$ cat src/hw/rtl/crc_checked_frame_receiver_top_macros.svh
// ----------------------------------------------------------------------------
// CRC-checked frame receiver: assertion macros
// Shorthand for the concurrent checks of the receiver, clocked on clk_i and
// disabled while rst_ni is low.
// ----------------------------------------------------------------------------
`ifndef CRC_CHECKED_FRAME_RECEIVER_TOP_MACROS_SVH
`define CRC_CHECKED_FRAME_RECEIVER_TOP_MACROS_SVH

// Same-cycle implication.
`define CCFR_ASSERT_SAME(lbl, ante, cons) \
  lbl: assert property (@(posedge clk_i) disable iff (!rst_ni) (ante) |-> (cons)) \
    else $error("frame receiver check failed");

// Next-cycle implication.
`define CCFR_ASSERT_NEXT(lbl, ante, cons) \
  lbl: assert property (@(posedge clk_i) disable iff (!rst_ni) (ante) |=> (cons)) \
    else $error("frame receiver check failed");

`endif

$ cat src/hw/rtl/ccfr_pkg.sv
// ----------------------------------------------------------------------------
// CRC-checked frame receiver package
// Frame constants, phase encoding and the byte-wise CRC-16 update.
// ----------------------------------------------------------------------------
`default_nettype none

package ccfr_pkg;

  // Frame layout.
  localparam int unsigned MaxFrameLen   = 32;
  localparam int unsigned FrameOverhead = 6;
  localparam int unsigned PayLenW       = $clog2(MaxFrameLen - FrameOverhead + 1);

  localparam logic [7:0]  StartByte = 8'h01;
  localparam logic [15:0] CrcInit   = 16'hFFFF;
  localparam logic [15:0] CrcPoly   = 16'h1021;

  // Result kind codes.
  localparam logic ResKindData   = 1'b0;
  localparam logic ResKindStatus = 1'b1;

  // Receive phase, one-hot.
  typedef enum logic [6:0] {
    PhHunt = 7'b0000001,
    PhLen  = 7'b0000010,
    PhType = 7'b0000100,
    PhOpt  = 7'b0001000,
    PhData = 7'b0010000,
    PhCrcL = 7'b0100000,
    PhCrcH = 7'b1000000
  } phase_e;

  // One byte of CRC-16, polynomial 0x1021 MSB first, with the byte
  // bit-reversed before it is folded in.
  function automatic logic [15:0] crc_feed(input logic [15:0] crc, input logic [7:0] b);
    logic [7:0]  rev;
    logic [15:0] c;
    for (int i = 0; i < 8; i++) begin
      rev[7 - i] = b[i];
    end
    c = crc ^ {rev, 8'h00};
    for (int i = 0; i < 8; i++) begin
      if (c[15]) begin
        c = {c[14:0], 1'b0} ^ CrcPoly;
      end else begin
        c = {c[14:0], 1'b0};
      end
    end
    return c;
  endfunction

endpackage

`default_nettype wire

$ cat src/hw/rtl/ccfr_rx_if.sv
// ----------------------------------------------------------------------------
// Receive byte channel
// Valid/ready channel carrying one received byte per beat.
// ----------------------------------------------------------------------------
`default_nettype none

interface ccfr_rx_if;
  logic       valid;
  logic       ready;
  logic [7:0] rx_byte;

  modport source (output valid, output rx_byte, input ready);
  modport sink   (input valid, input rx_byte, output ready);
endinterface

`default_nettype wire

$ cat src/hw/rtl/ccfr_res_if.sv
// ----------------------------------------------------------------------------
// Result channel
// Valid/ready channel carrying one payload or end-of-frame result per beat.
// ----------------------------------------------------------------------------
`default_nettype none

interface ccfr_res_if;
  logic       valid;
  logic       ready;
  logic       result_kind;
  logic [7:0] msg_type;
  logic [7:0] msg_options;
  logic [7:0] data_byte;
  logic [4:0] byte_index;
  logic [4:0] payload_len;
  logic       crc_ok;
  logic       frame_end;

  modport source (output valid, output result_kind, output msg_type, output msg_options,
                  output data_byte, output byte_index, output payload_len,
                  output crc_ok, output frame_end, input ready);
  modport sink   (input valid, input result_kind, input msg_type, input msg_options,
                  input data_byte, input byte_index, input payload_len,
                  input crc_ok, input frame_end, output ready);
endinterface

`default_nettype wire

$ cat src/hw/rtl/crc_checked_frame_receiver_top.sv
// ----------------------------------------------------------------------------
// CRC-checked frame receiver
// Deframes a byte stream, passes payload bytes out and reports the CRC check.
// ----------------------------------------------------------------------------
// Usage:
//   rx_i carries received bytes, one per beat. The receiver hunts for the
//   start byte 0x01, then takes length, type, options, payload and a
//   little-endian CRC. res_o carries one beat per payload byte and one
//   end-of-frame status beat after the CRC high byte.
//   Latency: a result appears on res_o the cycle after its byte is taken.
//   Throughput: one byte per cycle unless res_o stalls; the CRC update and
//   phase step both complete in the cycle the byte is accepted.
//   Reset: the receiver returns to hunting with the CRC preset to 0xFFFF
//   and the result register empty.
//   Stall: a single result register sits on res_o. While it is full and
//   res_o.ready is low, rx_i.ready is low; when the result is taken in the
//   same cycle, a new byte is accepted alongside.
// ----------------------------------------------------------------------------
`default_nettype none

module crc_checked_frame_receiver_top
  import ccfr_pkg::*;
(
  input  wire logic   clk_i,
  input  wire logic   rst_ni,
  ccfr_rx_if.sink     rx_i,
  ccfr_res_if.source  res_o
);

  `include "crc_checked_frame_receiver_top_macros.svh"

  // Frame state.
  phase_e               phase_q, phase_d;
  logic [15:0]          crc_q, crc_d;
  logic [PayLenW-1:0]   len_q, len_d;
  logic [PayLenW-1:0]   cnt_q, cnt_d;
  logic [7:0]           type_q, type_d;
  logic [7:0]           opt_q, opt_d;
  logic [7:0]           crc_lo_q, crc_lo_d;

  // Result register.
  logic                 out_valid_q, out_valid_d;
  logic                 out_kind_q, out_kind_d;
  logic [7:0]           out_data_q, out_data_d;
  logic [4:0]           out_index_q, out_index_d;
  logic [4:0]           out_len_q, out_len_d;
  logic                 out_ok_q, out_ok_d;
  logic [7:0]           out_type_q, out_type_d;
  logic [7:0]           out_opt_q, out_opt_d;

  logic                 accept;
  logic [7:0]           b;
  logic [15:0]          crc_upd;
  logic [PayLenW-1:0]   cnt_inc;
  logic [7:0]           len_wide;
  logic [7:0]           cnt_wide;
  logic                 len_in_range;

  // Take a byte whenever the result register is free or being emptied.
  assign rx_i.ready = !out_valid_q || res_o.ready;
  assign accept     = rx_i.valid && rx_i.ready;
  assign b          = rx_i.rx_byte;

  assign crc_upd      = crc_feed(crc_q, b);
  assign cnt_inc      = cnt_q + PayLenW'(1);
  assign len_wide     = 8'(len_q);
  assign cnt_wide     = 8'(cnt_q);
  assign len_in_range = (b >= 8'(FrameOverhead)) && (b <= 8'(MaxFrameLen));

  // Phase step and result formation.
  always_comb begin
    phase_d     = phase_q;
    crc_d       = crc_q;
    len_d       = len_q;
    cnt_d       = cnt_q;
    type_d      = type_q;
    opt_d       = opt_q;
    crc_lo_d    = crc_lo_q;
    out_valid_d = out_valid_q && !res_o.ready;
    out_kind_d  = out_kind_q;
    out_data_d  = out_data_q;
    out_index_d = out_index_q;
    out_len_d   = out_len_q;
    out_ok_d    = out_ok_q;
    out_type_d  = out_type_q;
    out_opt_d   = out_opt_q;

    if (accept) begin
      case (phase_q)
        PhLen: begin
          if (len_in_range) begin
            len_d   = PayLenW'(b - 8'(FrameOverhead));
            crc_d   = crc_upd;
            phase_d = PhType;
          end else if (b == StartByte) begin
            crc_d   = crc_feed(CrcInit, StartByte);
            phase_d = PhLen;
          end else begin
            crc_d   = CrcInit;
            phase_d = PhHunt;
          end
        end
        PhType: begin
          type_d  = b;
          crc_d   = crc_upd;
          phase_d = PhOpt;
        end
        PhOpt: begin
          opt_d   = b;
          crc_d   = crc_upd;
          cnt_d   = '0;
          phase_d = (len_q == '0) ? PhCrcL : PhData;
        end
        PhData: begin
          crc_d       = crc_upd;
          out_valid_d = 1'b1;
          out_kind_d  = ResKindData;
          out_type_d  = type_q;
          out_opt_d   = opt_q;
          out_data_d  = b;
          out_index_d = cnt_wide[4:0];
          out_len_d   = len_wide[4:0];
          out_ok_d    = 1'b0;
          cnt_d       = cnt_inc;
          if (cnt_inc >= len_q) begin
            phase_d = PhCrcL;
          end
        end
        PhCrcL: begin
          crc_lo_d = b;
          phase_d  = PhCrcH;
        end
        PhCrcH: begin
          out_valid_d = 1'b1;
          out_kind_d  = ResKindStatus;
          out_type_d  = type_q;
          out_opt_d   = opt_q;
          out_data_d  = 8'h00;
          out_index_d = 5'd0;
          out_len_d   = len_wide[4:0];
          out_ok_d    = ({b, crc_lo_q} == crc_q);
          crc_d       = CrcInit;
          phase_d     = PhHunt;
        end
        default: begin
          // Hunting, and any unused phase code.
          if (b == StartByte) begin
            crc_d   = crc_feed(CrcInit, StartByte);
            phase_d = PhLen;
          end else begin
            crc_d   = CrcInit;
            phase_d = PhHunt;
          end
        end
      endcase
    end
  end

  // Control and frame state registers.
  always_ff @(posedge clk_i or negedge rst_ni) begin
    if (!rst_ni) begin
      phase_q     <= PhHunt;
      crc_q       <= CrcInit;
      len_q       <= '0;
      cnt_q       <= '0;
      type_q      <= 8'h00;
      opt_q       <= 8'h00;
      crc_lo_q    <= 8'h00;
      out_valid_q <= 1'b0;
    end else begin
      phase_q     <= phase_d;
      crc_q       <= crc_d;
      len_q       <= len_d;
      cnt_q       <= cnt_d;
      type_q      <= type_d;
      opt_q       <= opt_d;
      crc_lo_q    <= crc_lo_d;
      out_valid_q <= out_valid_d;
    end
  end

  // Result payload register.
  always_ff @(posedge clk_i) begin
    out_kind_q  <= out_kind_d;
    out_data_q  <= out_data_d;
    out_index_q <= out_index_d;
    out_len_q   <= out_len_d;
    out_ok_q    <= out_ok_d;
    out_type_q  <= out_type_d;
    out_opt_q   <= out_opt_d;
  end

  // Result channel outputs.
  assign res_o.valid       = out_valid_q;
  assign res_o.result_kind = out_kind_q;
  assign res_o.msg_type    = out_type_q;
  assign res_o.msg_options = out_opt_q;
  assign res_o.data_byte   = out_data_q;
  assign res_o.byte_index  = out_index_q;
  assign res_o.payload_len = out_len_q;
  assign res_o.crc_ok      = out_ok_q;
  assign res_o.frame_end   = (out_kind_q == ResKindStatus);

  // Checks.
  `CCFR_ASSERT_SAME(a_data_count_in_range, phase_q == PhData, cnt_q < len_q)
  `CCFR_ASSERT_NEXT(a_status_after_crc_high, accept && phase_q == PhCrcH,
                    out_valid_q && out_kind_q == ResKindStatus && phase_q == PhHunt)
  `CCFR_ASSERT_NEXT(a_hunt_keeps_preset, accept && phase_q == PhHunt && b != StartByte,
                    phase_q == PhHunt && crc_q == CrcInit)
  `CCFR_ASSERT_SAME(a_ready_when_empty, !out_valid_q, rx_i.ready)
  `CCFR_ASSERT_NEXT(a_no_result_outside_data, accept && phase_q != PhData &&
                    phase_q != PhCrcH && !out_valid_q, !out_valid_q)

endmodule

`default_nettype wire
$ cat src/flat_wrapper.sv
// flat-port wrapper written by rule: the top's interface ports become plain ports
module crc_checked_frame_receiver_top_flat import ccfr_pkg::*;
  (clk_i, rst_ni, rx_i_valid, rx_i_rx_byte, rx_i_ready, res_o_valid, res_o_result_kind, res_o_msg_type, res_o_msg_options, res_o_data_byte, res_o_byte_index, res_o_payload_len, res_o_crc_ok, res_o_frame_end, res_o_ready);
  ccfr_rx_if rx_i_i ();
  ccfr_res_if res_o_i ();
  input  wire logic clk_i;
  input  wire logic rst_ni;
  input wire logic [$bits(rx_i_i.valid)-1:0] rx_i_valid;
  input wire logic [$bits(rx_i_i.rx_byte)-1:0] rx_i_rx_byte;
  output wire logic [$bits(rx_i_i.ready)-1:0] rx_i_ready;
  output wire logic [$bits(res_o_i.valid)-1:0] res_o_valid;
  output wire logic [$bits(res_o_i.result_kind)-1:0] res_o_result_kind;
  output wire logic [$bits(res_o_i.msg_type)-1:0] res_o_msg_type;
  output wire logic [$bits(res_o_i.msg_options)-1:0] res_o_msg_options;
  output wire logic [$bits(res_o_i.data_byte)-1:0] res_o_data_byte;
  output wire logic [$bits(res_o_i.byte_index)-1:0] res_o_byte_index;
  output wire logic [$bits(res_o_i.payload_len)-1:0] res_o_payload_len;
  output wire logic [$bits(res_o_i.crc_ok)-1:0] res_o_crc_ok;
  output wire logic [$bits(res_o_i.frame_end)-1:0] res_o_frame_end;
  input wire logic [$bits(res_o_i.ready)-1:0] res_o_ready;
  assign rx_i_i.valid = rx_i_valid;
  assign rx_i_i.rx_byte = rx_i_rx_byte;
  assign rx_i_ready = rx_i_i.ready;
  assign res_o_valid = res_o_i.valid;
  assign res_o_result_kind = res_o_i.result_kind;
  assign res_o_msg_type = res_o_i.msg_type;
  assign res_o_msg_options = res_o_i.msg_options;
  assign res_o_data_byte = res_o_i.data_byte;
  assign res_o_byte_index = res_o_i.byte_index;
  assign res_o_payload_len = res_o_i.payload_len;
  assign res_o_crc_ok = res_o_i.crc_ok;
  assign res_o_frame_end = res_o_i.frame_end;
  assign res_o_i.ready = res_o_ready;
  crc_checked_frame_receiver_top u_core (.clk_i(clk_i), .rst_ni(rst_ni), .rx_i(rx_i_i), .res_o(res_o_i));
endmodule
$ cat config.mk
export PLATFORM = sky130hd
export DESIGN_NAME = crc_checked_frame_receiver_top_flat
export DESIGN_NICKNAME = d
export VERILOG_FILES = /design/src/hw/rtl/ccfr_pkg.sv /design/src/hw/rtl/ccfr_rx_if.sv /design/src/hw/rtl/ccfr_res_if.sv /design/src/hw/rtl/crc_checked_frame_receiver_top.sv /design/src/flat_wrapper.sv
export VERILOG_INCLUDE_DIRS = /design/src /design/src/hw/rtl
export SDC_FILE = /design/constraint.sdc
export NUM_CORES = 1
export LEC_CHECK = 0
export ABC_AREA = 1
export BUFFER_PORTS_ARGS = -buffer_cell sky130_fd_sc_hd__buf_2
export CAP_MARGIN = 40
export CORE_UTILIZATION = 55
export DETAILED_ROUTE_END_ITERATION = 6
export PLACE_DENSITY = 0.75
export RECOVER_POWER = 50
export SETUP_SLACK_MARGIN = 0.15
export SYNTH_ARGS = -nofsm -noshare
export SYNTH_HDL_FRONTEND = slang
export SYNTH_SLANG_ARGS = --single-unit
$ cat constraint.sdc
create_clock -name clk_i -period 4.13 [get_ports clk_i]
set_input_delay 0.413 -clock clk_i [delete_from_list [all_inputs] [get_ports clk_i]]
set_output_delay 0.413 -clock clk_i [all_outputs]
set_load 0.05 [all_outputs]
After elaboration in Yosys (flattened, before gate mapping)
Index checks and enable logic that the tools add are counted.

storage, ports and cells
  register bits = 94
  bits in latches = 0
  RAM bits = 0
  bits in read-only memories = 0
  input port bits = 12
  output and inout bits = 39
  memories = 0

operators by class
  add/sub/neg operators = 2
  multipliers = 0
  div/mod/pow operators = 0
  magnitude comparators = 3
  eq/ne operators = 9
  shift operators = 0
  mux-type cells = 23
  bitwise operators = 10
  reduce and logical (&&, ||, !) cells = 20

operators by type and width
  cell                                                 count
  two-way mux 13 bit                                   8
  one-hot mux 16 bit (4 select lines)                  1
  one-hot mux 7 bit (6 select lines)                   1
  two-way mux 16 bit                                   2
  inverter 3 bit                                       8
  one-hot mux 5 bit (2 select lines)                   2
  == test 16 bit                                       1
  one-hot mux 8 bit (2 select lines)                   1
  AND reduction 2 bit                                  8
  bitwise XOR 16 bit                                   1
  two-way mux 7 bit                                    2
  == test 8 x 1 -> 1 bit, second input constant        1
  >= comparator 8 x 3 -> 1 bit, second input constant  1
  <= comparator 8 x 6 -> 1 bit, second input constant  1
  == test 7 x 2 -> 1 bit, second input constant        1
  == test 7 x 3 -> 1 bit, second input constant        1
  == test 7 x 4 -> 1 bit, second input constant        1
  == test 7 x 5 -> 1 bit, second input constant        1
  == test 7 x 6 -> 1 bit, second input constant        1
  == test 7 bit, second input constant                 1
  two-way mux 6 bit                                    1
  adder 5 x 1 -> 5 bit, second input constant          1
  >= comparator 5 bit                                  1
  zero test 5 bit                                      1
  13 further kinds                                     19

Longest topological paths before layout
  depth in word-level cells = 19
  mapped depth = 14

Worst setup path after synthesis
Ideal clock, no wire load.

  kind = reg2reg
  start = reg u_core.out_valid_q, in the netlist u_core.res_o.valid
  end = reg u_core.out_index_q[0], in the netlist u_core.res_o.byte_index[0], enable pin
  library setup time = 430 ps
  data arrival time = 2866 ps
  data required time = 3700 ps
  setup slack = 834 ps
  stages on the path, launching flop included = 4
  path buffers = 0
  path through = dfrtp_1 nand2_1 nand2_1 nor2_1

on the way
  cells in the longest elaborated chain, start to end = 4

ends and longest elaborated chain
  what                                  line                                   RTL
  from (decl)                           crc_checked_frame_receiver_top.sv:42   logic out_valid_q, out_valid_d;
  from (signal assigned)                crc_checked_frame_receiver_top.sv:178  out_valid_q <= out_valid_d;
  zero test 1 bit                       crc_checked_frame_receiver_top.sv:60   assign rx_i.ready = !out_valid_q || res_o.ready;
  logical OR 1 bit                      crc_checked_frame_receiver_top.sv:60
  net rx_i_ready                        flat_wrapper.sv:10                     output wire logic [$bits(rx_i_i.ready)-1:0] rx_i_ready;
  logical AND 1 bit                     crc_checked_frame_receiver_top.sv:61   assign accept = rx_i.valid && rx_i.ready;
  AND reduction 2 bit (no source line)  n/a
  to (signal assigned)                  crc_checked_frame_receiver_top.sv:186  out_index_q <= out_index_d;
  to (decl)                             crc_checked_frame_receiver_top.sv:45   logic [4:0] out_index_q, out_index_d;

The timed path passes the listed nets, and every way through them passes these cells.
A chain may end at the register's enable or synchronous reset.

==> run_results.csv <==
group,metric,value,unit
run_status,status,"finished with violations",
run_status,violations,"capacitance limit, slew limit",
critical_path,cp-end-kind,"asynchronous set/reset pin",
critical_path,path_cells,"clkbuf_1 > clkbuf_1",
synthesis,seq_area_frac_synth,0.535,
critical_path,arrival,2.84,ns
die,io_pins,51,
critical_path,cp_max_fo,30,
synthesis,ys_ff_latch,94,
grt,grt_max_degree,36,
die,rows,33,
die,core,8300,µm²
hold_path,min_from,"res_o_ready",
clock_tree,post_cts_resized,0,
power,p_seq_frac,0.563,
synthesis,synth_edf_count,36,
synthesis,postSynthAreaPerCell,8.97,µm²
die,die_y,95.1,µm
detailed_routing,drt_iter0_drc,201,
detailed_routing,wl,9990,µm
detailed_routing,dr.pass1.iters,4,
detailed_routing,viasPerCell,5.35,
power,clockPowerShare,0.318,
synthesis,ys_async_sr_fraction,0.617,
critical_path,cp-start-kind,"primary input",
die,die_area,9050,µm²
sta,maxSlewHeadroom,-0.166,
sta,rsz0062_at_grt,"no",
synthesis,synth_compound_area_frac,0.0724,
clock_tree,cts_root_buf,"clkbuf_8",
sta,finalCritPeriodShare,0.635,
synthesis,synth_top_cell_by_area,"edfxtp_1",
clock_tree,holdBufCountCts,0,
sta,finalMaxSlewViolations,31,
clock_tree,insertion_delay,0.37,ns
die,die_w,95.1,µm
die,initial_core_util,0.575,
critical_path,worstSetupPathType,"primary input to asynchronous set/reset pin",
critical_path,cpLargestDelayFamily,"buffers and inverters",
synthesis,synthTopCellsByArea,"edfxtp_1 (23%), dfrtp_1 (21%), nand2_1 (11%), dfstp_2 (9.4%), nor2_1 (5.7%)",
critical_path,crit_buf_inv,2,
synthesis,postSynthCellCount,532,
layout,area_delta_synth_final,9.65,%
layout,final_nets,600,
grt,grt_pass1_wl,16300,µm
clock_tree,numCtsBuffers,9,
synthesis,synthDistinctLibCells,37,
power,p_sw_frac,0.282,
detailed_routing,ant_nets,0,
power,totalPowerFinal,1.82,mW
sta,period_minus_slack,2.62,ns
grt,overflow,0,
critical_path,rr_startpoint,"u_core.cnt_q[0]$_DFFE_PN0P_",
layout,diodes,0,
clock_tree,post-cts-setup-buffer-count,0,
synthesis,synthFlopType,"dfrtp_1",
power,p_leak,2.39,nW
detailed_routing,post_drt_wl_per_cell,14.5,µm
layout,nFillCells,701,
synthesis,yosysWarningCount,0,
critical_path,reg2reg_slack,1.69,ns
sta,fmax,381,MHz
sta,clock_skew,0.0136,ns
power,p_sw,0.515,mW
critical_path,slowest_delay,1.23,ns
job,drv_cap,2,
layout,layout-drive-gt1-share,0.167,
power,comb_power_share,0.119,
synthesis,synthSimpleGateAreaFrac,0.257,
critical_path,worstPathRequired,4.35,ns
grt,grtUsageTotal,0.240,
sta,setup_viol,0,
clock_tree,path_clk_slew,0.09,ns
clock_tree,clockBufferDepth,2,
sta,hold_viol_final,0,
hold_path,worstHoldPathCells,4,
critical_path,cp.depth,2,
clock_tree,ctsHtreeMaxLevel,3,
place,portBuffers,50,
synthesis,synthAdderAreaFrac,0.0184,
clock_tree,clock_sinks,94,
detailed_routing,vias,3694,
synthesis,synth_fp_nets,551,
place,hpwl,7320,µm
sta,fin_setup_tns,0,ns
sta,worst_slew_pin_slew,1.75,ns
critical_path,slowest_stage,"clkbuf_1",
synthesis,syn_area,4770,µm²
place,globalplace.congestion,0.880,
critical_path,rr_endpoint,"u_core.len_q[1]$_DFFE_PN0P_",
power,max-vdd-ir-drop,0.185,mV
synthesis,synth_top_family_by_area,"simple AND/OR/NAND/NOR gates",
hold_path,min_to,"u_core.res_o.valid$_DFF_PN0_",
critical_path,crit_top_cell,"clkbuf_1",
power,p_int,1.31,mW
hold_path,hold_path_class,"primary input to flop",
grt,antenna_found_initial,0,
critical_path,worstRegToRegCells,13,
synthesis,muxShareOfSynthArea,0,
grt,grt_pass1_vias,3485,
synthesis,synth_top_area_share,0.227,
clock_tree,cts_tree,"done",
synthesis,synthXorXnorAreaFrac,0.0551,
power,powerDensity,349,nW/µm²
detailed_routing,drc,0,
synthesized netlist by cell type, types with 10 or more instances:
cell      number
nand2_1      136
nor2_1        73
inv_1         43
dfrtp_1       41
edfxtp_1      36
o21ai_0       31
nand3_1       22
xor2_1        18
dfstp_2       17
a21oi_1       13
inv_2         12
xnor2_1       12
nand2_2       10
worst max path at each step:
stage | startpoint | slack, ns | end
after floorplan | u_core.res_o.valid$_DFF_PN0_ | 0.83 | u_core.res_o.byte_index[0]$_SDFFCE_PP0P_
after global placement | u_core.phase_q[3]$_DFFE_PN0P_ | 1.68 | u_core.res_o.crc_ok$_DFFE_PP_
after detailed placement | u_core.cnt_q[0]$_DFFE_PN0P_ | 1.72 | u_core.len_q[1]$_DFFE_PN0P_
after CTS | u_core.cnt_q[0]$_DFFE_PN0P_ | 1.69 | u_core.len_q[1]$_DFFE_PN0P_
after global routing | rst_ni | 0.84 | u_core.opt_q[0]$_DFFE_PN0P_
final | rst_ni | 1.51 | u_core.type_q[0]$_DFFE_PN0P_
kinds of logic (layout without fill, tap and decap cells):
group	count (synthesis)	after routing
buffers and inverters	69	123
AND/OR/NAND/NOR	271	271
adder cells (fa/ha/maj)	7	7
flip-flops	94	94
AO/OA/AOI/OAI	61	61
XOR/XNOR	30	30
cell type report:
| class | instances | area [µm²] | area share |
|---|---|---|---|
| Inverter | 55 | 206 | 0.0395 |
| Clock buffer | 10 | 128 | 0.0244 |
| Timing Repair Buffer | 52 | 230 | 0.0440 |
| Tap cell | 105 | 131 | 0.0251 |
| Multi-Input combinational cell | 369 | 1930 | 0.369 |
| Clock inverter | 6 | 52.6 | 0.0100 |
| Sequential cell | 94 | 2550 | 0.488 |
power by group through the flow:
stage | Clock [mW] | Sequential (mW) | Combinational (mW)
2_1_floorplan | 0 | 1.04 | 0.157
3_3_place_gp | 0 | 1.04 | 0.202
3_5_place_dp | 0 | 1.05 | 0.215
4_1_cts | 0.588 | 1.03 | 0.217
5_1_grt | 0.626 | 1.03 | 0.250
6_report | 0.580 | 1.03 | 0.217
state kept, by name (all words and copies together), names as in the netlist:
register	cells
u_core.crc_q	16
u_core.crc_lo_q	8
u_core.opt_q	8
u_core.res_o.data_byte	8
u_core.res_o.msg_options	8
u_core.res_o.msg_type	8
u_core.type_q	8
u_core.phase_q	7
u_core.cnt_q	5
u_core.len_q	5
u_core.res_o.byte_index	5
u_core.res_o.payload_len	5
u_core.res_o.crc_ok	1
u_core.res_o.frame_end	1
u_core.res_o.valid	1
layout by cell type, fill, tap and decap left out, types with 2 or more instances in the layout:
cell          n
o21ai_1       5
clkbuf_1     37
nand4_1       3
a21oi_1      13
dfstp_2      17
ha_1          7
nand2_1     136
nor2_4        6
nand4_2       2
inv_6         2
nand2_2      10
nor3_1        2
nor2_1       72
o21ai_2       3
nand3_1      22
o22ai_1       2
a221oi_1      4
inv_2        12
edfxtp_1     36
clkinvlp_4    2
xnor2_1      12
xor2_1       18
o21ai_0      31
buf_2        15
nor3_4        2
clkbuf_8      9
dfrtp_1      41
inv_1        43
nor2_2        5
nand3_2       2
nor4_1        2
or2_2         4
metal layers:
layer  routed length [µm]  vias to the layer above  track usage
met5                    0                        -            0
met2                 4610                      129        0.375
met1                 4520                     1732        0.326
met4                  228                        0        0.106
met3                  631                       21       0.0470
li1                     -                     1812            -
stage by stage:
step | worst slack (ns) | area, µm² | utilization | hold slack (ns) | cells
floorplan | 0.834 | 4770 | - | 0.117 | 532
global placement | 1.68 | 5080 | 0.612 | 0.432 | 674
detailed placement | 1.72 | 5100 | 0.615 | 0.434 | 675
CTS | 1.69 | 5280 | 0.636 | 0.108 | 691
global route | 0.842 | 5230 | 0.630 | 0.391 | 691
finish | 1.51 | 5230 | 0.630 | 0.387 | 691
Note: power is estimated with default switching activity, not from simulation.
